[src/rtl/efp_pkg.sv]
// Shared types and constants of the escape-time fractal pixel unit.
`default_nettype none

package efp_pkg;

   localparam int COORD_BITS     = 32;
   localparam int CSR_DATA_BITS  = 64;
   localparam int CSR_INDEX_BITS = 3;
   localparam int MAX_ITER_BITS  = 16;
   localparam int EXP_REG_BITS   = 4;
   localparam int MAG_BITS       = 36;
   localparam int MUL_BITS       = COORD_BITS + 1;
   localparam int PROD_BITS      = 2 * MUL_BITS;
   localparam int SQ_IN_BITS     = 2 * COORD_BITS;
   localparam int ROOT_BITS      = COORD_BITS;

   localparam logic [MAX_ITER_BITS-1:0] MAX_ITER_RESET = MAX_ITER_BITS'(255);
   localparam logic [EXP_REG_BITS-1:0]  EXPONENT_RESET = EXP_REG_BITS'(2);
   localparam logic [COORD_BITS-1:0]    RADIUS_RESET   = COORD_BITS'(536870912);

   localparam logic [SQ_IN_BITS-1:0] SQ_TOP_BIT = SQ_IN_BITS'(1) << (SQ_IN_BITS - 2);

   typedef enum logic [CSR_INDEX_BITS-1:0] {
      CSR_MODE     = 3'd0,
      CSR_CONST    = 3'd1,
      CSR_ORIGIN   = 3'd2,
      CSR_STEP     = 3'd3,
      CSR_MAX_ITER = 3'd4,
      CSR_EXPONENT = 3'd5,
      CSR_RADIUS   = 3'd6
   } csr_index_type;

   typedef enum logic [3:0] {
      S_IDLE,
      S_RSQ,
      S_MAP_RE,
      S_MAP_IM,
      S_MAP_END,
      S_SQ_RE,
      S_SQ_IM,
      S_CHECK,
      S_CM0,
      S_CM1,
      S_CM2,
      S_CM3,
      S_CM4,
      S_ADD,
      S_SQRT
   } state_type;

endpackage

`default_nettype wire

[src/rtl/efp_isqrt.sv]
// Bit-serial integer square root, two radicand bits per cycle.
`default_nettype none

module efp_isqrt (
   input  wire logic                            clock,
   input  wire logic                            reset,
   input  wire logic                            start,
   input  wire logic [efp_pkg::SQ_IN_BITS-1:0]  value,
   output logic                                 done,
   output logic      [efp_pkg::ROOT_BITS-1:0]   root
);

   logic                             run_ff;
   logic                             done_ff;
   logic [efp_pkg::SQ_IN_BITS-1:0]   rem_ff;
   logic [efp_pkg::SQ_IN_BITS-1:0]   rem_in;
   logic [efp_pkg::SQ_IN_BITS-1:0]   res_ff;
   logic [efp_pkg::SQ_IN_BITS-1:0]   res_in;
   logic [efp_pkg::SQ_IN_BITS-1:0]   bit_ff;
   logic [efp_pkg::SQ_IN_BITS-1:0]   trial;

   always_comb begin
      trial = res_ff + bit_ff;
      if (rem_ff >= trial) begin
         rem_in = rem_ff - trial;
         res_in = (res_ff >> 1) + bit_ff;
      end else begin
         rem_in = rem_ff;
         res_in = res_ff >> 1;
      end
   end

   always_ff @(posedge clock) begin
      if (reset) begin
         run_ff  <= 1'b0;
         done_ff <= 1'b0;
      end else begin
         done_ff <= 1'b0;
         if (start) begin
            run_ff <= 1'b1;
         end else if (run_ff && bit_ff[0]) begin
            run_ff  <= 1'b0;
            done_ff <= 1'b1;
         end
      end
   end

   always_ff @(posedge clock) begin
      if (start) begin
         rem_ff <= value;
         res_ff <= '0;
         bit_ff <= efp_pkg::SQ_TOP_BIT;
      end else if (run_ff) begin
         rem_ff <= rem_in;
         res_ff <= res_in;
         bit_ff <= bit_ff >> 2;
      end
   end

   assign done = done_ff;
   assign root = res_ff[efp_pkg::ROOT_BITS-1:0];

endmodule

`default_nettype wire

[config.mk]
export PLATFORM = sky130hd
export DESIGN_NAME = efp_isqrt
export DESIGN_NICKNAME = d
export VERILOG_FILES = /design/src/rtl/efp_pkg.sv /design/src/rtl/efp_isqrt.sv
export SDC_FILE = /design/constraint.sdc
export NUM_CORES = 1
export LEC_CHECK = 0
export ABC_AREA = 1
export BUFFER_PORTS_ARGS = -buffer_cell sky130_fd_sc_hd__buf_2
export CORE_MARGIN = 3
export CORE_UTILIZATION = 53
export CTS_BUF_LIST = sky130_fd_sc_hd__clkbuf_8
export DETAILED_ROUTE_END_ITERATION = 10
export GPL_TIMING_DRIVEN = 0
export PLACE_DENSITY_LB_ADDON = 0.2
export SLEW_MARGIN = 20
export SYNTH_ARGS = -nofsm -noshare
export SYNTH_HDL_FRONTEND = slang
export SYNTH_SLANG_ARGS = --single-unit
[constraint.sdc]
create_clock -name clock -period 8.6 [get_ports clock]
set_input_delay 1.29 -clock clock [delete_from_list [all_inputs] [get_ports clock]]
set_output_delay 1.29 -clock clock [all_outputs]
set_load 0.01 [all_outputs]
==> run metrics <==
result of the run finished clean; Slowest Stage Delay on Critical Path 0.63 ns; Highest Clock Rate 0.1749 GHz; count of nets after finishing 3907; DRC marker count from the first detailed-route iteration 2461; routed via count 23.59k; antenna-violating nets left 0; antenna violations before repair 0; end point of the worst hold path res_ff[0]$_SDFFE_PP0P_; Synth-to-Final Area Change 7.957%; antenna cell count 0; kind of critical path register to register; remaining global-route overflow 0; worst ir drop on vdd 0.0001924 V; area used by multi-input combinational logic 0.01376 mm2; final worst path period need 5.717 ns; cells along the critical path ha_1 > nand2_1 > o21ai_0 > nor2_1 > nand2_1 > o21ai_0 > o21ai_1 > nand2_1 > nand2_1 > nand2_1 > nand2_1 > xnor2_1 > ha_1 > a21oi_1 > o21ai_0 > a21oi_1 > nand2_1 > a21oi_2 > nand2_2 > nand2_2 > buf_2 > nand2_4 > buf_12; number of search-and-repair iterations in the first detailed-routing pass 6; endpoint of the most critical register-to-register path rem_ff[20]$_DFFE_PP_; Worst Clk Skew 0.02705 ns; unique cell type count in the Yosys netlist 48; power density over cell area 307.4 mW/mm2; clock tree from TritonCTS yes; buffer count from post-CTS setup fixing 0; EDFF count, synth 64; fill count 4040; Final Max Tran Viols 0; leading cell type in the layout, fill and taps excluded sky130_fd_sc_hd__nand2_1; cell occurring most often along the worst timing path sky130_fd_sc_hd__nand2_1; worst hold path startpoint res_ff[0]$_SDFFE_PP0P_; unrepaired setup endpoints after global routing no; Hold Slack 0.5255 ns; Worst-Skew Late Latency 0.52 ns; via-per-instance ratio 5.581; Req. time, crit path 8.85 ns; data arrival time at the worst-slack endpoint 5.96 ns; proportion of synthesized chip area in sequential cells 0.1928; Most used DFF post-synth sky130_fd_sc_hd__dfxtp_1; number of top-level pins 100; flip-flop and latch count after synthesis 162; number of global-route vias before repair 22.19k; CTS Buf Count 17; H-tree depth reported by CTS 4; pin slew with the least headroom to its limit 1.210 ns; reg-to-reg critical path startpoint res_ff[6]$_SDFFE_PP0P_; mean area per synthesized cell 5.611 um2; count of input and output buffers 99; Max-Slew Margin vs Limit 0.1933; Setup TNS Final 0 ns; root cell of the clock tree sky130_fd_sc_hd__clkbuf_8; half-perimeter wire length of the detailed placement result 68.00 mm; Placer Congestion 1.008; number of core rows 70; hold-fix buffer count after cts 0; setup slack, reg-to-reg 2.88 ns; Final Cycle Share 0.6648; cell area after synthesis 0.02014 mm2; commonest non-fill, non-tap cells in the layout 1225 x sky130_fd_sc_hd__nand2_1, 489 x sky130_fd_sc_hd__inv_1, 444 x sky130_fd_sc_hd__nor2_1; Max Cap Violations 0; CTS clock-pin slew for the worst setup and hold paths 0.13 ns; clock sink total 162; Hold Crit Class register to register; worst reg-to-reg path cell count 23; cell with the biggest individual delay on the critical path sky130_fd_sc_hd__dfxtp_1; crit end category register; fraction of registers with async set/reset 0; element type at the critical path start register; leakage power 10.20 nW; Worst Hold Depth 2; fraction of final layout cells with drive strength greater than 1 0.06609; post-cts gate resize count 0; number of hold violations in the final report 0; die boundary width 201.0 um; gate count after technology mapping 3590; number of warning messages in the yosys log 0; maximum number of pins on one net before global-route repair 40; core region area 0.03705 mm2; synthesized net count 3788; maximum net fanout on the critical path 39; DRC violation count after routing 0; maximum clock insertion buffer count 2; global-route wire length before repair 121.9 mm; initial core utilization 0.5437; total setup violations reported at the end of the flow 0; detail-routed net length per standard cell 19.09 um; chip height 201.0 um; register area 0.003884 mm2; total routing resource utilization after global routing 0.3897; total detailed-routing wirelength 80.67 mm; Die Outline Area 0.04038 mm2
routing by layer:
metal / wire length, um / global-route usage / vias to the layer above / share of wire
li1: - / - / 11670 / -
met1: 32000 / 0.4848 / 10600 / 0.40
met2: 37100 / 0.6581 / 1088 / 0.46
met3: 6114 / 0.04216 / 228 / 0.076
met4: 5431 / 0.2191 / 2 / 0.067
met5: 23 / 0 / - / 0.00029
how the worst max path moves through the flow:
stage	start	to	slack, ns	cells after the start
after floorplan	res_ff[4]$_SDFFE_PP0P_	rem_ff[0]$_DFFE_PP_	3.61	21
final	res_ff[6]$_SDFFE_PP0P_	rem_ff[20]$_DFFE_PP_	2.88	23
after global routing	res_ff[4]$_SDFFE_PP0P_	rem_ff[20]$_DFFE_PP_	2.64	20
after detailed placement	res_ff[4]$_SDFFE_PP0P_	rem_ff[11]$_DFFE_PP_	3.09	20
after CTS	res_ff[4]$_SDFFE_PP0P_	rem_ff[21]$_DFFE_PP_	3.08	20
after global placement	res_ff[6]$_SDFFE_PP0P_	rem_ff[11]$_DFFE_PP_	1.39	22
cell type report:
| class | count | area share |
|---|---|---|
| buffer | 119 | 0.03009 |
| clock buffer | 17 | 0.01076 |
| clock inverter | 15 | 0.009896 |
| inverter | 494 | 0.08527 |
| multi-input combinational | 2815 | 0.6327 |
| sequential | 162 | 0.1786 |
| tap | 504 | 0.02900 |
| timing repair buffer | 100 | 0.02371 |
worst max-delay path: cells and delay by family (launching register included):
kind | cells | cell delay [ns]
AND/OR/NAND/NOR | 11 | 1.46
AO/OA/AOI/OAI | 7 | 1.84
adder cells (fa/ha/maj) | 2 | 0.66
buffers and inverters | 2 | 0.62
XOR/XNOR | 1 | 0.18
flip-flops | 1 | 0.63
through the flow:
| stage | cell area, um2 | setup slack [ns] | instances | util | total power [mW] |
|---|---|---|---|---|---|
| detailed placement | 21300 | 3.089 | 4194 | 0.5748 | 5.881 |
| floorplan | 20140 | 3.610 | 3590 | - | 4.549 |
| finish | 21750 | 2.883 | 4226 | 0.5870 | 6.684 |
| global route | 21750 | 2.639 | 4226 | 0.5870 | 7.233 |
| global placement | 21270 | 1.391 | 4193 | 0.5741 | 5.841 |
| CTS | 21750 | 3.081 | 4226 | 0.5870 | 6.540 |
power breakdown:
group          leakage, nW  internal [mW]  switching, mW  total [mW]
combinational         8.53           1.58           3.12        4.71
sequential            1.44           1.10          0.226        1.33
clock                0.222          0.256          0.395       0.651
total                 10.2           2.94           3.74        6.68
cell families (layout without fill, tap and decap cells):
group           count (synthesis)  in the layout  synth area share
fa+ha+maj                     131            131           0.08174
flops                         162            162            0.1928
xor+xnor                      100            100           0.04348
buf+inv                       613            745            0.1245
simple gates                 2116           2116            0.4313
compound gates                468            468            0.1261
cells in the mapped netlist (25+ instances only):
| master | instances | area share |
|---|---|---|
| sky130_fd_sc_hd__buf_2 | 25 | 0.0062 |
| sky130_fd_sc_hd__nor3_1 | 35 | 0.0087 |
| sky130_fd_sc_hd__buf_4 | 36 | 0.013 |
| sky130_fd_sc_hd__nor2_1 | 444 | 0.083 |
| sky130_fd_sc_hd__nand3b_1 | 28 | 0.010 |
| sky130_fd_sc_hd__nand3_1 | 307 | 0.076 |
| sky130_fd_sc_hd__xnor2_1 | 47 | 0.020 |
| sky130_fd_sc_hd__o21bai_1 | 26 | 0.0097 |
| sky130_fd_sc_hd__dfxtp_1 | 98 | 0.097 |
| sky130_fd_sc_hd__a21oi_1 | 208 | 0.052 |
| sky130_fd_sc_hd__ha_1 | 130 | 0.081 |
| sky130_fd_sc_hd__inv_1 | 489 | 0.091 |
| sky130_fd_sc_hd__nand4_1 | 29 | 0.0090 |
| sky130_fd_sc_hd__nand2_1 | 1226 | 0.23 |
| sky130_fd_sc_hd__xor2_1 | 53 | 0.023 |
| sky130_fd_sc_hd__o21ai_0 | 173 | 0.043 |
| sky130_fd_sc_hd__clkbuf_1 | 45 | 0.0084 |
| sky130_fd_sc_hd__edfxtp_1 | 64 | 0.095 |
flip-flops by register name (all words and copies together), names as in the netlist:
signal and count:
rem_ff 64, res_ff 64, bit_ff 32, done 1
run_ff 1
Note: power is estimated with default switching activity, not from simulation.
